`config.mk`:
```
export PLATFORM = sky130hd
export DESIGN_NAME = ir_pulse_width_capture
export DESIGN_NICKNAME = d
export VERILOG_FILES = /design/src/hdl/ipwc_pkg.sv /design/src/hdl/ir_pulse_width_capture.sv /design/src/hdl/ipwc_pulse_timer.sv /design/src/hdl/ipwc_out_reg.sv
export SDC_FILE = /design/constraint.sdc
export NUM_CORES = 1
export LEC_CHECK = 0
export ABC_CLOCK_PERIOD_IN_PS = 3600
export BUFFER_PORTS_ARGS = -buffer_cell sky130_fd_sc_hd__buf_2
export CORE_MARGIN = 10
export CORE_UTILIZATION = 51
export CTS_CLUSTER_SIZE = 30
export DETAILED_ROUTE_END_ITERATION = 10
export MAX_ROUTING_LAYER = met4
export PLACE_DENSITY = 0.81
export SYNTH_ARGS = -nofsm -noshare
export SYNTH_HDL_FRONTEND = slang
export SYNTH_SLANG_ARGS = --single-unit
export TNS_END_PERCENT = 30
```
`constraint.sdc`:
```
create_clock -name aclk -period 3.6 [get_ports aclk]
set_clock_uncertainty 0.1 [all_clocks]
set_input_delay 0.18 -clock aclk [delete_from_list [all_inputs] [get_ports aclk]]
set_output_delay 0.18 -clock aclk [all_outputs]
set_load 0.1 [all_outputs]
```
`src/hdl/ipwc_pkg.sv`:
```
package ipwc_pkg;

    localparam logic [1:0] OP_TICK  = 2'd0;
    localparam logic [1:0] OP_FALL  = 2'd1;
    localparam logic [1:0] OP_RISE  = 2'd2;
    localparam logic [1:0] OP_START = 2'd3;

    localparam logic [16:0] ELAPSED_MAX = 17'h1FFFF;
    localparam logic [15:0] WORD_MAX    = 16'hFFFF;
    localparam logic [16:0] TIMEOUT_RST = 17'h1FFFF;

    typedef struct packed {
        logic [1:0] operation;
        logic       pin_level;
        logic       tx_sending;
    } item_t;

    typedef struct packed {
        logic [15:0] raw_word;
        logic [16:0] duration_us;
        logic        is_mark;
    } result_t;

endpackage

```
`src/hdl/ir_pulse_width_capture.sv`:
```
// Times mark and space pulses of an active-low infrared receiver from a stream of
// operations (microsecond tick, falling edge, rising edge, start) and emits one word per
// finished or timed-out pulse. One item is accepted every clock cycle while the output is not
// stalled; a result is presented behind an input register and a result register.
// The rate is set by the pulse state update, which is combinational between those registers.
// timeout_us is written on its own channel into a register that the pulse state update reads.
module ir_pulse_width_capture (
    input  logic        aclk,
    input  logic        aresetn,
    input  logic        s_tvalid,
    output logic        s_tready,
    input  logic [7:0]  s_tdata,   // pin_level, tx_sending, zero pad
    input  logic [1:0]  s_tuser,   // operation
    output logic        m_tvalid,
    input  logic        m_tready,
    output logic [39:0] m_tdata,   // raw_word, duration_us, zero pad
    output logic [0:0]  m_tuser,   // is_mark
    input  logic        cfg_valid,
    output logic        cfg_ready,
    input  logic [16:0] cfg_data
);

    logic              in_valid_reg, in_valid_next;
    ipwc_pkg::item_t   item_reg;
    logic [16:0]       timeout_reg;
    logic              out_free;
    logic              fire;
    logic              emit;
    ipwc_pkg::result_t result;
    ipwc_pkg::result_t out_data;

    assign cfg_ready = 1'b1;

    always_ff @(posedge aclk) begin
        if (!aresetn) begin
            timeout_reg <= ipwc_pkg::TIMEOUT_RST;
        end else if (cfg_valid) begin
            timeout_reg <= cfg_data;
        end
    end

    assign fire     = in_valid_reg && out_free;
    assign s_tready = !in_valid_reg || out_free;

    always_comb begin
        in_valid_next = in_valid_reg;
        if (s_tready) begin
            in_valid_next = s_tvalid;
        end
    end

    always_ff @(posedge aclk) begin
        if (!aresetn) begin
            in_valid_reg <= 1'b0;
        end else begin
            in_valid_reg <= in_valid_next;
        end
    end

    always_ff @(posedge aclk) begin
        if (s_tvalid && s_tready) begin
            item_reg.operation  <= s_tuser;
            item_reg.pin_level  <= s_tdata[0];
            item_reg.tx_sending <= s_tdata[1];
        end
    end

    ipwc_pulse_timer u_timer (
        .aclk       (aclk),
        .aresetn    (aresetn),
        .fire       (fire),
        .item       (item_reg),
        .timeout_us (timeout_reg),
        .emit       (emit),
        .result     (result)
    );

    ipwc_out_reg u_out (
        .aclk     (aclk),
        .aresetn  (aresetn),
        .load     (fire),
        .emit     (emit),
        .result   (result),
        .free     (out_free),
        .m_tvalid (m_tvalid),
        .m_tready (m_tready),
        .data     (out_data)
    );

    assign m_tdata = {7'd0, out_data.duration_us, out_data.raw_word};
    assign m_tuser = out_data.is_mark;

endmodule

```
`src/hdl/ipwc_pulse_timer.sv`:
```
module ipwc_pulse_timer (
    input  logic              aclk,
    input  logic              aresetn,
    input  logic              fire,
    input  ipwc_pkg::item_t   item,
    input  logic [16:0]       timeout_us,
    output logic              emit,
    output ipwc_pkg::result_t result
);

    logic        pulse_is_mark_reg, pulse_is_mark_next;
    logic [16:0] elapsed_us_reg, elapsed_us_next;
    logic        timed_out_reg, timed_out_next;

    logic [16:0] tick_count;
    logic [16:0] word_src;
    logic        word_mark;
    logic [17:0] rounded;
    logic [15:0] sat_word;

    assign tick_count = (elapsed_us_reg == ipwc_pkg::ELAPSED_MAX) ?
                        elapsed_us_reg : elapsed_us_reg + 17'd1;

    always_comb begin
        pulse_is_mark_next = pulse_is_mark_reg;
        elapsed_us_next    = elapsed_us_reg;
        timed_out_next     = timed_out_reg;
        emit               = 1'b0;
        word_src           = elapsed_us_reg;
        word_mark          = pulse_is_mark_reg;
        unique case (item.operation)
            ipwc_pkg::OP_TICK: begin
                elapsed_us_next = tick_count;
                word_src        = tick_count;
                if (!timed_out_reg && tick_count >= timeout_us) begin
                    emit           = 1'b1;
                    timed_out_next = 1'b1;
                end
            end
            ipwc_pkg::OP_FALL: begin
                if (!item.tx_sending && !pulse_is_mark_reg) begin
                    emit               = !timed_out_reg;
                    word_mark          = 1'b0;
                    pulse_is_mark_next = 1'b1;
                    elapsed_us_next    = '0;
                    timed_out_next     = 1'b0;
                end
            end
            ipwc_pkg::OP_RISE: begin
                if (pulse_is_mark_reg) begin
                    emit               = !timed_out_reg;
                    word_mark          = 1'b1;
                    pulse_is_mark_next = 1'b0;
                    elapsed_us_next    = '0;
                    timed_out_next     = 1'b0;
                end
            end
            default: begin
                pulse_is_mark_next = !item.pin_level;
                elapsed_us_next    = '0;
                timed_out_next     = 1'b0;
            end
        endcase
    end

    // round to 4 us in 2 us units, saturate, then mark flag in bit 0
    assign rounded  = ({1'b0, word_src} + 18'd2) >> 1;
    assign sat_word = (rounded[17:16] != 2'b00) ? ipwc_pkg::WORD_MAX : rounded[15:0];

    assign result.raw_word    = {sat_word[15:1], word_mark};
    assign result.duration_us = {sat_word[15:1], 2'b00};
    assign result.is_mark     = word_mark;

    always_ff @(posedge aclk) begin
        if (!aresetn) begin
            pulse_is_mark_reg <= 1'b0;
            elapsed_us_reg    <= '0;
            timed_out_reg     <= 1'b0;
        end else if (fire) begin
            pulse_is_mark_reg <= pulse_is_mark_next;
            elapsed_us_reg    <= elapsed_us_next;
            timed_out_reg     <= timed_out_next;
        end
    end

endmodule

```
`src/hdl/ipwc_out_reg.sv`:
```
module ipwc_out_reg (
    input  logic              aclk,
    input  logic              aresetn,
    input  logic              load,
    input  logic              emit,
    input  ipwc_pkg::result_t result,
    output logic              free,
    output logic              m_tvalid,
    input  logic              m_tready,
    output ipwc_pkg::result_t data
);

    logic              out_valid_reg, out_valid_next;
    ipwc_pkg::result_t data_reg;

    assign free = !out_valid_reg || m_tready;

    always_comb begin
        out_valid_next = out_valid_reg;
        if (load) begin
            out_valid_next = emit;
        end else if (m_tready) begin
            out_valid_next = 1'b0;
        end
    end

    always_ff @(posedge aclk) begin
        if (!aresetn) begin
            out_valid_reg <= 1'b0;
        end else begin
            out_valid_reg <= out_valid_next;
        end
    end

    always_ff @(posedge aclk) begin
        if (load && emit) begin
            data_reg <= result;
        end
    end

    assign m_tvalid = out_valid_reg;
    assign data     = data_reg;

endmodule
```
# == After elaboration in Yosys (flattened, before gate mapping) ==
# Cells that the tools add are included.
# classes
n_addsub,2
magnitude_cmp,1
n_eq_ne,6
muxes,21
bitwise_logic,1
n_reduce_logical,18
# ops
op,n
17-bit two-way mux,4
17-bit one-hot mux with 3 select lines,1
"17-bit by 2-bit adder with 18-bit output, second input constant",1
"17-bit by 1-bit adder with 17-bit output, second input constant",1
"17-bit == test, second input constant",1
17-bit greater-or-equal comparator,1
16-bit two-way mux,1
1-bit two-way mux,11
1-bit one-hot mux with 3 select lines,3
1-bit zero test,6
"2-bit by 1-bit inequality test with 1-bit output, second input constant",3
3-bit AND reduction,2
1-bit logical AND,5
4-bit AND reduction,1
"2-bit by 1-bit == test with 1-bit output, second input constant",1
"2-bit == test, second input constant",1
2-bit zero test,1
1-bit logical OR,2
1-bit one-hot mux with 2 select lines,1
2-bit nonzero test,1
1-bit NOT,1
# totals
register_bits,74
inputBits,32
output_inout_bits,44
wordCells,61

# == Longest topological paths before layout ==
# Gate-level depths: netlist of run 1.
# logic_depth
ltp_word,7
ltp_mapped,14

# == Hierarchy ==
# Synthesis of run 1 repeated with hierarchy kept, for this count alone.
# hier_totals
cells_unflattened,490
area_unflattened_um2,4789.6
# modules_own_cells
module,instances,cells_each,area_each_um2,seq_area_each_um2
ipwc_pulse_timer,1,376,2864.0,380.4
ipwc_out_reg,1,39,1072.3,1041.0
ir_pulse_width_capture,1,75,853.3,480.5

# == Worst setup path after synthesis of run 1 ==
# Ideal clock, no wire load.
# synth_timing
path_kind,register -> register
startpoint,register u_timer.elapsed_us_reg[1]
endpoint,register u_out.data_reg (netlist bit u_out.data[18]) (enable)
setup_time_ns,0.362
arrival_ns,3.181
path_slack_ns,-0.043
path_stages_with_launch,14
path_buffers,1
cell_sequence,dfxtp_1 -> ha_1 -> nand4_1 -> or4_1 -> clkbuf_1 -> xnor2_1 -> ha_1 -> nand2b_1 -> a21o_1 -> a21o_1 -> a211oi_1 -> o211ai_1 -> nand3_1 -> nand2_1
# synth_via
elab_chain_len,7
word_cells_on_any_way,8
classes_between,add/sub (1); order compare (1); eq/ne (1); mux (3); reduce/logical (2)
# synth_rtl
element,line_no,source
"start, declared",ipwc_pulse_timer.sv:12,"logic [16:0] elapsed_us_reg, elapsed_us_next;"
"start signal, assigned",ipwc_pulse_timer.sv:81,elapsed_us_reg <= elapsed_us_next;
17-bit by 1-bit adder with 17-bit output or 17-bit == test (tied branches),"ipwc_pulse_timer.sv:22, ipwc_pulse_timer.sv:21",
17-bit two-way mux *,ipwc_pulse_timer.sv:21,assign tick_count = (elapsed_us_reg == ipwc_pkg::ELAPSED_MAX) ?
17-bit greater-or-equal comparator *,ipwc_pulse_timer.sv:35,if (!timed_out_reg && tick_count >= timeout_us) begin
1-bit logical AND *,ipwc_pulse_timer.sv:35,
1-bit two-way mux *,ipwc_pulse_timer.sv:35,
1-bit one-hot mux with 3 select lines *,ipwc_pulse_timer.sv:31,unique case (item.operation)
1-bit logical AND *,ipwc_out_reg.sv:36,if (load && emit) begin
"end signal, assigned",ipwc_out_reg.sv:37,data_reg <= result;
"end, declared",ipwc_out_reg.sv:14,ipwc_pkg::result_t data_reg;
# Every way passes the cells marked *; elsewhere a longest branch is shown, timed or not.
# A chain may end at the register's enable or synchronous reset.

# == Worst setup path in the final report of run 1 ==
# layout_timing
startpoint,register u_timer.elapsed_us_reg[4]
endpoint,register u_out.data_reg (netlist bit u_out.data[29]) (enable)
# Same word-level chain as after synthesis.

==> out/results.txt, run 1 <==
outcome -> finished, final reports clean
Final nets -> 619
Die H -> 110 um
port bufs -> 59
GPL Wtd Cong -> 0.971
fmax -> 293 MHz
slowest stage delay, CP -> 0.43 ns
H-tree Lvls -> 3
worst path required time -> 3.57 ns
first-pass GRT wire length -> 18.5 mm
fin area -> 0.00502 mm^2
CP Class -> reg2reg
HP Class -> in2reg
DR DRC count -> 0
Slew @ Worst Pin -> 0.674 ns
RSZ-0062 raised after global routing -> false
worst r2r src -> u_timer.elapsed_us_reg[4]$_SDFFE_PN0P_
asr flop ratio synth -> 0%
grt total ovfl -> 0
P_leak -> 2.39 nW
wire per inst -> 16.8 um
syn_area_per_cell -> 8.53 um^2
Reg2Reg Setup Slack -> 0.19 ns
Setup Buffers After CTS -> 0
routed wire length -> 11.3 mm
post-synthesis sequential area ratio -> 33.0%
Worst R2R End -> u_out.data[29]$_SDFFCE_PP1P_
CTS tree -> yes
largest net degree at the start of global routing -> 34
CTS sink count -> 58
1st-iter DRT viols -> 316
fillers -> 643
vias in the first global route -> 3705
final setup vio count -> 0
most frequent cells in the layout -> buf_2, nand2_1, dfxtp_1
Mapped Area -> 0.00413 mm^2
Rel. slew slack -> 55.1%
worst reg-to-reg path cell count -> 13
Post-Place Cell Area -> 0.00451 mm^2
Syn. warnings -> 0
worst hold start -> m_tready
Root Driver -> clkbuf_8
share of cells above drive strength 1 -> 24.8%
post-synthesis register bit count -> 58
vias per cell -> 5.72
Worst setup SP type -> register
worst-skew pair later-pin latency -> 0.35 ns
drt pass-1 iters -> 5
minimum clock period -> 3.41 ns
num rows -> 32
die area -> 0.0121 mm^2
GRT Total Usage -> 19.6%
Post-Place Worst Slack -> 0.114 ns
Util after Layout -> 64.3%
Antenna Cells -> 0
Setup WS post-layout -> 0.192 ns
DP Cell Count -> 633
max cap viols -> 0
Post-synth EDFFs -> 20
Synth Flop Type -> dfxtp_1
synth unique cells -> 69
Core ar. -> 0.00781 mm^2
Die Wd -> 110 um
CP max stage cell -> dfxtp_1
CP Cell Sequence -> buf_4 > nand4_2 > or2_4 > a31o_2 > nor2_1 > xnor2_2 > ha_1 > a21o_1 > a21o_1 > a21oi_1 > o211ai_1 > nand3_2 > nand2_4
Critical Path Fanout Max -> 16
Clock Path Buffers -> 2
commonest non-fill, non-tap cell in the layout -> buf_2
DP HPWL -> 8.34 mm
Hold Path End -> in_valid_reg$_SDFFE_PN0N_
I/O Pins -> 76
cts bufs inserted -> 9
Layout area overhead -> 21.5%
Final Slew Violations -> 0
Syn Inst Count -> 484
delay-heaviest family, CP -> compound AO/OA/AOI/OAI gates
antenna violations before repair -> 0
Peak VDD IR -> 0.253 mV
DRT antenna net count -> 0
Critical Path End Type -> register
CP arrival -> 3.38 ns
Final TNS setup -> 0 ns
Pwr Density -> 320 mW/mm^2
via count -> 3837
non-filler instance count after layout -> 671
Final Cycle Share -> 94.7%
worst hold stages -> 3
CP bufs+invs -> 1
initial core utilization -> 52.9%
clk slew on worst S/H paths -> 0.07 ns
Top cell by count, worst path -> a21o_1
final hold vios -> 0
## logic make-up (layout without fill, tap and decap cells)
| kind of cell | after synthesis | after routing | share of synthesized area (%) |
|---|---|---|---|
| adder cells (fa/ha/maj) | 23 | 23 | 6.97 |
| AO/OA/AOI/OAI | 115 | 115 | 19.8 |
| flip-flops | 58 | 58 | 33.0 |
| AND/OR/NAND/NOR | 170 | 170 | 22.4 |
| buffers and inverters | 86 | 163 | 11.0 |
| other | 2 | 10 | 0.182 |
| XOR/XNOR | 23 | 23 | 4.88 |
| multiplexers | 7 | 7 | 1.73 |
## Yosys cell counts (2+ instances only)
cell type  number  share of area [%]
buf_1           2               0.18
ha_1           23                7.0
or4_1           2               0.36
mux2i_1         6                1.5
o21a_1          3               0.55
a211o_1         2               0.42
and4_1          4               0.85
buf_2           9                1.1
conb_1          2               0.18
or3_1           3               0.45
xor2_1          8                1.7
nand4_2         4                1.2
clkinv_1        2               0.18
nor2_1         36                3.3
dfxtp_1        38                 18
o31a_1          2               0.42
a21oi_1        25                3.0
xnor2_1        15                3.2
nor4_1          8                1.2
nand3_1        13                1.6
o31ai_1         3               0.55
a31oi_1        12                1.8
nand2b_1        4               0.61
nand2_1        50                4.5
a22oi_1         5               0.91
a31o_2          2               0.42
nand4_1         9                1.4
nor3_1         13                1.6
clkbuf_1       14                1.3
edfxtp_1       20                 15
o211ai_2        2               0.61
and3_1          6               0.91
inv_1          28                2.5
a211oi_1        3               0.55
o21ai_0        17                2.1
buf_4          30                5.5
a21o_1          8                1.5
and2_1          4               0.61
o211ai_1       17                3.1
## routing by layer
layer  part of all wire [%]  vias up  track usage (%)
met5                      0        -                -
met3                    8.2       24             3.77
met1                     42     1764             23.6
met2                     48      180             32.4
li1                       -     1869                -
met4                    1.6        0             6.32
## cell type report
class	count	area [um^2]	share of cell area (%)
Clock buffer	13	201	4.01
Clock inverter	3	40.0	0.798
Inverter	30	113	2.24
Multi-Input combinational cell	348	2390	47.6
Sequential cell	58	1360	27.1
Tap cell	102	128	2.54
Timing Repair Buffer	117	786	15.7
## repair_timing
action | CTS | global route
hold buffers | 22 | 0
endpoints found under the hold margin | 22 | 0
gates resized for setup | 0 | 8
setup endpoints to repair | 0 | 16
## worst reg2reg max path, delay by kind of cell (launching register included)
kind	cells	cell delay [ns]
compound gates	5	1.06
xor+xnor	1	0.14
fa+ha+maj	1	0.20
buf+inv	1	0.22
flops	1	0.43
simple gates	5	0.97
## worst max path at each step
stage                                                  from                            to  slack [ns]  depth (start not counted)
global route        u_timer.elapsed_us_reg[15]$_SDFFE_PN0P_  u_out.data[29]$_SDFFCE_PP1P_        0.03                         12
floorplan            u_timer.elapsed_us_reg[1]$_SDFFE_PN0P_      u_out.data[18]$_DFFE_PP_        0.11                         13
finish               u_timer.elapsed_us_reg[4]$_SDFFE_PN0P_  u_out.data[29]$_SDFFCE_PP1P_        0.19                         13
detailed placement   u_timer.elapsed_us_reg[1]$_SDFFE_PN0P_  u_out.data[19]$_SDFFCE_PP1P_        0.11                         12
CTS                  u_timer.elapsed_us_reg[4]$_SDFFE_PN0P_  u_out.data[25]$_SDFFCE_PP1P_        0.04                         13
global placement     u_timer.elapsed_us_reg[4]$_SDFFE_PN0P_  u_out.data[21]$_SDFFCE_PP1P_        0.18                         11
## power breakdown
part           leakage [nW]  internal (mW)  total, mW  switching, mW
logic                  1.74         0.0584      0.191          0.132
clock network         0.126          0.439      0.716          0.277
registers             0.522          0.693      0.700        0.00651
## stage by stage
step / hold slack [ns] / total power, mW
floorplan: 0.179 / 0.855
global placement: 0.258 / 0.878
detailed placement: 0.259 / 0.883
CTS: 0.0624 / 1.60
global route: 0.105 / 1.66
finish: 0.0679 / 1.61
Note: power is estimated with default switching activity, not from simulation.
==> run 2: changes to the inputs <==
--- a/config.mk
+++ b/config.mk
@@ -8,12 +8,13 @@
 export ABC_CLOCK_PERIOD_IN_PS = 3600
 export BUFFER_PORTS_ARGS = -buffer_cell sky130_fd_sc_hd__buf_2
 export CORE_MARGIN = 10
-export CORE_UTILIZATION = 51
+export CORE_UTILIZATION = 52
 export CTS_CLUSTER_SIZE = 30
 export DETAILED_ROUTE_END_ITERATION = 10
 export MAX_ROUTING_LAYER = met4
 export PLACE_DENSITY = 0.81
 export SYNTH_ARGS = -nofsm -noshare
 export SYNTH_HDL_FRONTEND = slang
+export SYNTH_HIERARCHICAL = 1
 export SYNTH_SLANG_ARGS = --single-unit
 export TNS_END_PERCENT = 30
==> run 2 against run 1 <==
  * The flow now finishes with violations (setup timing)
  * Combinational power rose by 26%
  * Synthesized cell count is 1.2% higher
  * Total power grew 17%
  * Design area up 17%
  * Clock power is 1% lower
  * Register-to-register slack worse by 0.27 ns
  * Clock-buffer cell count did not move
  * Wire length hardly changed
  * Largest power group is now registers
  * Highest routed layer unchanged
==> out/results.txt, run 2 <==
largest cells by area after synthesis -> edfxtp_1, dfxtp_1, ha_1
grt peak-use layer -> met2
post-synthesis sequential area ratio -> 39.7% (+6.7 points)
I/O Pins -> 76 (unchanged)
CTS sink count -> 76 (+31%)
CP Cell Sequence -> nand4_1 > nor3_4 > buf_4 > nand3_1 > xnor2_1 > ha_1 > a2111oi_0 > nand2_1 > or3_4 > a31oi_4 > o22ai_4 > and2_2
Worst setup SP type -> register
antenna violations before repair -> 0 (unchanged)
most frequent cells in the layout -> buf_2, buf_4, nand2_1
met2 Use GR -> 27.6% (-4.8 points)
violated checks -> setup timing
DRT antenna net count -> 0 (unchanged)
most common library cells after synthesis -> nand2_1, dfxtp_1, edfxtp_1
Pwr Density -> 321 mW/mm^2 (+0.20%)
initial core utilization -> 54.1% (+1.2 points)
CP Class -> reg2reg
Peak VDD IR -> 0.220 mV (-13%)
DP HPWL -> 7.83 mm (-6.1%)
fmax -> 272 MHz (-7.4%)
CP max stage cell -> a2111oi_0
Antenna Cells -> 0 (unchanged)
P_leak -> 2.57 nW (+7.5%)
Worst R2R End -> u_out/data[23]$_DFFE_PP_
max cap viols -> 0 (unchanged)
die area -> 0.0134 mm^2 (+11%)
num rows -> 34 (+6.3%)
vias in the first global route -> 3770 (+1.8%)
DP Cell Count -> 654 (+3.3%)
clk slew on worst S/H paths -> 0.08 ns (about the same)
Core ar. -> 0.00885 mm^2 (+13%)
cts bufs inserted -> 9 (unchanged)
Util after Layout -> 66.5% (+2.2 points)
share of cells above drive strength 1 -> 31.2% (+6.4 points)
GRT Total Usage -> 17.1% (-2.6 points)
syn_area_per_cell -> 9.77 um^2 (+15%)
Slew @ Worst Pin -> 0.786 ns (+0.112 ns)
final hold vios -> 0 (unchanged)
Post-Place Cell Area -> 0.00522 mm^2 (+16%)
synth unique cells -> 72 (+4.3%)
Hold Path End -> u_out/m_tvalid$_SDFFE_PN0P_
met3 usage -> 3.57% (-0.21 points)
GPL Wtd Cong -> 0.875 (-9.9%)
asr flop ratio synth -> 0% (unchanged)
first-pass GRT wire length -> 18.0 mm (-2.9%)
Syn. warnings -> 6 (+6)
worst-skew pair later-pin latency -> 0.36 ns (about the same)
wire per inst -> 16.0 um (-4.8%)
Largest register FFs -> 34
Rel. slew slack -> 47.2% (-7.9 points)
post-synthesis register bit count -> 76 (+31%)
worst r2r src -> u_timer/elapsed_us_reg[11]$_SDFFE_PN0P_
grt total ovfl -> 0 (unchanged)
Yosys top cell by area -> edfxtp_1
vias per cell -> 5.43 (-5.0%)
Clock Path Buffers -> 2 (unchanged)
worst hold start -> m_tready
via count -> 3823 (-0.36%)
Post-synth EDFFs -> 38 (+90%)
commonest non-fill, non-tap cell in the layout -> buf_2
final setup vio count -> 30 (+30)
Critical Path Fanout Max -> 6 (-10)
Layout area overhead -> 22.8%
largest net degree at the start of global routing -> 39 (+15%)
DR DRC count -> 0 (unchanged)
worst reg-to-reg path cell count -> 12 (-1)
Reg2Reg Setup Slack -> -0.08 ns (-0.27 ns)
outcome -> finished, violations left
Final Slew Violations -> 0 (unchanged)
drt pass-1 iters -> 6 (+1)
Die Wd -> 116 um (+5.4%)
Root Driver -> clkbuf_8
fin area -> 0.00588 mm^2 (+17%)
Post-Place Worst Slack -> -0.158 ns (-0.272 ns)
met1 Resource Use GR -> 19.9% (-3.7 points)
Synth Flop Type -> edfxtp_1
Syn Inst Count -> 490 (+1.2%)
Final TNS setup -> -0.961 ns (-0.961 ns)
Critical Path End Type -> register
Yosys top cell area share -> 23.8% (+5.4 points)
CP arrival -> 3.69 ns (+0.31 ns)
non-filler instance count after layout -> 704 (+4.9%)
H-tree Lvls -> 3 (unchanged)
port bufs -> 61 (+3.4%)
minimum clock period -> 3.68 ns (+0.271 ns)
Final nets -> 646 (+4.4%)
CTS tree -> yes
routed wire length -> 11.3 mm (about the same)
Setup WS post-layout -> -0.0788 ns (-0.271 ns)
1st-iter DRT viols -> 326 (+3.2%)
worst hold stages -> 3 (unchanged)
Final Cycle Share -> 102% (+7.5 points)
RSZ-0062 raised after global routing -> true
top-count cell post-synth -> nand2_1
slowest stage delay, CP -> 0.52 ns (+0.09 ns)
worst path required time -> 3.61 ns (+0.04 ns)
HP Class -> in2reg
Mapped Area -> 0.00479 mm^2 (+16%)
Die H -> 116 um (+5.4%)
[run 2: cell families (layout without fill, tap and decap cells)]
| family | after synthesis | count (layout) | share of synthesized area (%) |
|---|---|---|---|
| xor+xnor | 28 | 28 | 5.12 |
| flops | 76 | 76 | 39.7 |
| mux | 26 | 26 | 5.49 |
| other cells | 3 | 10 | 0.235 |
| buf+inv | 80 | 174 | 10.1 |
| simple gates | 174 | 179 | 21.8 |
| fa+ha+maj | 23 | 23 | 6.01 |
| compound gates | 80 | 80 | 11.5 |
[run 2: final cells by class]
| class | instances | area (um^2) |
|---|---|---|
| clock buffers | 13 | 181 |
| fillers | 693 | 2970 |
| flip-flops and latches | 76 | 1910 |
| multi-input cells | 346 | 2610 |
| well taps | 108 | 135 |
| clock inverters | 3 | 41.3 |
| inverters | 24 | 90.1 |
| repair buffers | 134 | 912 |
[run 2: power breakdown]
group          leakage [nW]  switching [mW]  internal [mW]
combinational          1.85           0.171         0.0685
sequential            0.616          0.0116          0.928
clock                 0.108           0.305          0.403
total                  2.57           0.488           1.40
[run 2: worst max-delay path by stage]
stage                                            start                          end  depth (start not counted)  slack [ns]
6_report       u_timer/elapsed_us_reg[11]$_SDFFE_PN0P_     u_out/data[23]$_DFFE_PP_                         12       -0.08
2_1_floorplan   u_timer/elapsed_us_reg[0]$_SDFFE_PN0P_  u_out/m_tvalid$_SDFFE_PN0P_                         17        0.02
3_5_place_dp    u_timer/elapsed_us_reg[0]$_SDFFE_PN0P_  u_out/m_tvalid$_SDFFE_PN0P_                         17       -0.16
5_1_grt         u_timer/elapsed_us_reg[0]$_SDFFE_PN0P_     u_out/data[23]$_DFFE_PP_                         13       -0.20
3_3_place_gp    u_timer/elapsed_us_reg[2]$_SDFFE_PN0P_  u_out/m_tvalid$_SDFFE_PN0P_                         15      -0.001
4_1_cts         u_timer/elapsed_us_reg[0]$_SDFFE_PN0P_      u_out/data[1]$_DFFE_PP_                         15        0.02
[run 2: routing by layer]
layer	share of wire [%]	wire length, um	vias up
met3	6.4	718	27
met5	0	0	-
met4	2.6	293	0
met1	43	4870	1746
li1	-	-	1900
met2	48	5400	150
[run 2: metrics by stage]
step / total power, mW / hold WS, ns
4_1_cts: 1.90 / 0.0382
3_5_place_dp: 1.17 / 0.259
3_3_place_gp: 1.16 / 0.257
5_1_grt: 1.95 / 0.0563
2_1_floorplan: 1.14 / 0.179
6_report: 1.89 / 0.0513
[run 2: what timing repair did]
| item | CTS | global route |
|---|---|---|
| gates cloned | 3 | 2 |
| hold endpoints to repair | 22 | 0 |
| endpoints found under the setup margin | 35 | 35 |
| buffers inserted | 0 | 7 |
| pin swaps | 3 | 5 |
| hold buffers | 22 | 0 |
| gates resized for setup | 11 | 19 |
[run 2: worst max-delay path, delay by kind of cell, from the launching register on]
family                   cells  cell delay [ns]
AO/OA/AOI/OAI                3             0.83
XOR/XNOR                     1             0.18
adder cells (fa/ha/maj)      1             0.34
buffers and inverters        1             0.18
flip-flops                   1             0.34
AND/OR/NAND/NOR              6             1.46
==> run 3: changes to the inputs <==
--- a/config.mk
+++ b/config.mk
@@ -5,14 +5,15 @@
 export SDC_FILE = /design/constraint.sdc
 export NUM_CORES = 1
 export LEC_CHECK = 0
-export ABC_CLOCK_PERIOD_IN_PS = 3600
-export BUFFER_PORTS_ARGS = -buffer_cell sky130_fd_sc_hd__buf_2
+export ABC_AREA = 0
+export ABC_CLOCK_PERIOD_IN_PS = 4200
 export CORE_MARGIN = 10
-export CORE_UTILIZATION = 52
+export CORE_UTILIZATION = 65
 export CTS_CLUSTER_SIZE = 30
 export DETAILED_ROUTE_END_ITERATION = 10
+export DONT_BUFFER_PORTS = 1
 export MAX_ROUTING_LAYER = met4
-export PLACE_DENSITY = 0.81
+export PLACE_DENSITY = 0.85
 export SYNTH_ARGS = -nofsm -noshare
 export SYNTH_HDL_FRONTEND = slang
 export SYNTH_HIERARCHICAL = 1
==> constraint.sdc (replaced) <==
create_clock -name aclk -period 4.2 [get_ports aclk]
set_clock_uncertainty 0.1 [all_clocks]
set_input_delay 0.21 -clock aclk [delete_from_list [all_inputs] [get_ports aclk]]
set_output_delay 0.21 -clock aclk [all_outputs]
set_load 0.1 [all_outputs]
==> run 3 against run 2 <==
  * The run now ends clean
  * Wire length increased by 3.6%
  * Flip-flop and latch count is the same
  * Total power shrank 17%
  * Critical path depth increased by 5
  * Via count shrank 0.86%
  * Setup slack better by 0.21 ns
  * Sequential share of layout area grew 2.0 points
==> out/results.txt, run 3 (synthesized netlist as in run 2, its figures left out) <==
Slew @ Worst Pin -> 1.11 ns (+0.320 ns)
Layout area overhead -> 15.4%
Root Driver -> clkbuf_8
Reg2Reg Setup Slack -> 0.13 ns (+0.21 ns)
Util after Layout -> 76.6% (+10 points)
final hold vios -> 0 (unchanged)
die area -> 0.0112 mm^2 (-17%)
cts bufs inserted -> 9 (unchanged)
outcome -> finished, final reports clean
HP Class -> in2reg
port bufs -> 0 (-100%)
Clock Path Buffers -> 2 (unchanged)
Largest register FFs -> 34 (unchanged)
CP max stage cell -> dfxtp_2
Post-Place Cell Area -> 0.00474 mm^2 (-9.2%)
Worst setup SP type -> register
Die Wd -> 106 um (-8.7%)
CP Class -> reg2reg
first-pass GRT wire length -> 18.9 mm (+5.0%)
worst path required time -> 4.35 ns (+0.74 ns)
largest net degree at the start of global routing -> 39 (unchanged)
final setup vio count -> 0 (-100%)
Critical Path Fanout Max -> 18 (+12)
CP arrival -> 4.22 ns (+0.53 ns)
fmax -> 246 MHz (-9.6%)
Rel. slew slack -> 26.3% (-21 points)
DP HPWL -> 7.25 mm (-7.4%)
Core ar. -> 0.00721 mm^2 (-18%)
worst-skew pair later-pin latency -> 0.35 ns (about the same)
Top cell by count, worst path -> o21a_1
Peak VDD IR -> 0.206 mV (-6.5%)
commonest non-fill, non-tap cell in the layout -> dlygate4sd3_1
Setup Buffers After CTS -> 0 (unchanged)
Final Cycle Share -> 96.9% (-5.3 points)
Die H -> 106 um (-8.7%)
grt total ovfl -> 0 (unchanged)
fin area -> 0.00553 mm^2 (-6.0%)
P_leak -> 2.30 nW (-10%)
CP Cell Sequence -> ha_2 > nand4_4 > nor3_2 > nand2_2 > mux2i_1 > inv_1 > ha_1 > nor2b_1 > o21a_1 > o21a_1 > o21ai_0 > a211oi_1 > or3_1 > a31oi_2 > o22ai_1 > and2_4 > o21a_1
share of cells above drive strength 1 -> 15.0% (-16 points)
delay-heaviest family, CP -> simple AND/OR/NAND/NOR gates
DR DRC count -> 0 (unchanged)
num rows -> 31 (-8.8%)
Final Slew Violations -> 0 (unchanged)
Final nets -> 590 (-8.7%)
Final TNS setup -> 0 ns (+0.961 ns)
Pwr Density -> 283 mW/mm^2 (-12%)
wire per inst -> 18.3 um (+14%)
initial core utilization -> 66.4% (+12 points)
drt pass-1 iters -> 5 (-1)
max cap viols -> 0 (unchanged)
non-filler instance count after layout -> 639 (-9.2%)
GRT Total Usage -> 20.8% (+3.7 points)
CTS sink count -> 76 (unchanged)
CP bufs+invs -> 1 (unchanged)
antenna violations before repair -> 0 (unchanged)
Total Power -> 1.56 mW (-17%)
vias per cell -> 5.93 (+9.2%)
DRT antenna net count -> 0 (unchanged)
H-tree Lvls -> 3 (unchanged)
routed wire length -> 11.7 mm (+3.6%)
slowest stage delay, CP -> 0.40 ns (-0.12 ns)
clk slew on worst S/H paths -> 0.08 ns (about the same)
via count -> 3790 (-0.86%)
vias in the first global route -> 3756 (-0.37%)
GPL Wtd Cong -> 0.909 (+3.9%)
CTS tree -> yes
DP Cell Count -> 566 (-13%)
1st-iter DRT viols -> 336 (+3.1%)
Critical Path End Type -> register
Antenna Cells -> 0 (unchanged)
minimum clock period -> 4.07 ns (+0.390 ns)
most frequent cells in the layout -> dlygate4sd3_1, nand2_1, edfxtp_1
I/O Pins -> 76 (unchanged)
==> run 3: cell types whose count changed in the layout (fill, tap and decap cells not counted), sizes merged <==
cell         previous run  this run
and2                   12         8
buf                   112        27
clkbuf                 13        10
clkinv                  1         4
dlygate4sd3            22        55
==> run 3: per-stage QoR <==
stage / hold WS [ns] / setup WS (ns)
floorplan: 0.209 / 0.262
detailed placement: 0.182 / 0.124
finish: 0.0683 / 0.131
global placement: 0.178 / 0.312
CTS: 0.0524 / 0.112
global route: 0.0680 / -0.0250
==> run 3: metal layers <==
layer / track usage [%] / wire length [um] / up-vias
li1: - / - / 1770
met1: 23.8 / 4690 / 1789
met2: 34.7 / 5770 / 204
met3: 4.63 / 950 / 27
met4: 7.93 / 267 / 0
met5: - / 0 / -
==> run 3: worst paths after layout <==
check                                    startpoint                                     end  depth (start not counted)
min                                         aresetn  u_timer/pulse_is_mark_reg$_SDFFE_PN0P_                          2
max          u_timer/elapsed_us_reg[1]$_SDFFE_PN0P_             u_out/m_tvalid$_SDFFE_PN0P_                         17
min reg2reg      u_timer/timed_out_reg$_SDFFE_PN0P_      u_timer/timed_out_reg$_SDFFE_PN0P_                          2
max reg2reg  u_timer/elapsed_us_reg[1]$_SDFFE_PN0P_             u_out/m_tvalid$_SDFFE_PN0P_                         17
==> run 3: area by class of cell <==
type | instances | area, um^2
flip-flops and latches | 76 | 1910
multi-input cells | 342 | 2460
clock buffers | 10 | 128
repair buffers | 82 | 766
fillers | 484 | 1690
clock inverters | 6 | 55.1
inverters | 24 | 90.1
well taps | 99 | 124
==> run 3: timing repair <==
item,4_1_cts,5_1_grt
gates resized for setup,0,9
endpoints found under the hold margin,42,0
hold buffers,56,0
endpoints found under the setup margin,0,35
==> run 3: power breakdown <==
part | switching (mW) | internal [mW]
Combinational | 0.0927 | 0.0722
Sequential | 0.0649 | 0.796
Clock | 0.268 | 0.269
Total | 0.425 | 1.14
==> run 3: worst reg2reg max path: stages (launching register included) <==
cell	delay (ns)
dfxtp_2	0.40
ha_2	0.24
nand4_4	0.12
nor3_2	0.24
nand2_2	0.14
mux2i_1	0.24
inv_1	0.07
ha_1	0.30
nor2b_1	0.15
o21a_1	0.17
o21a_1	0.16
o21ai_0	0.21
a211oi_1	0.12
or3_1	0.39
a31oi_2	0.23
o22ai_1	0.20
and2_4	0.28
o21a_1	0.21
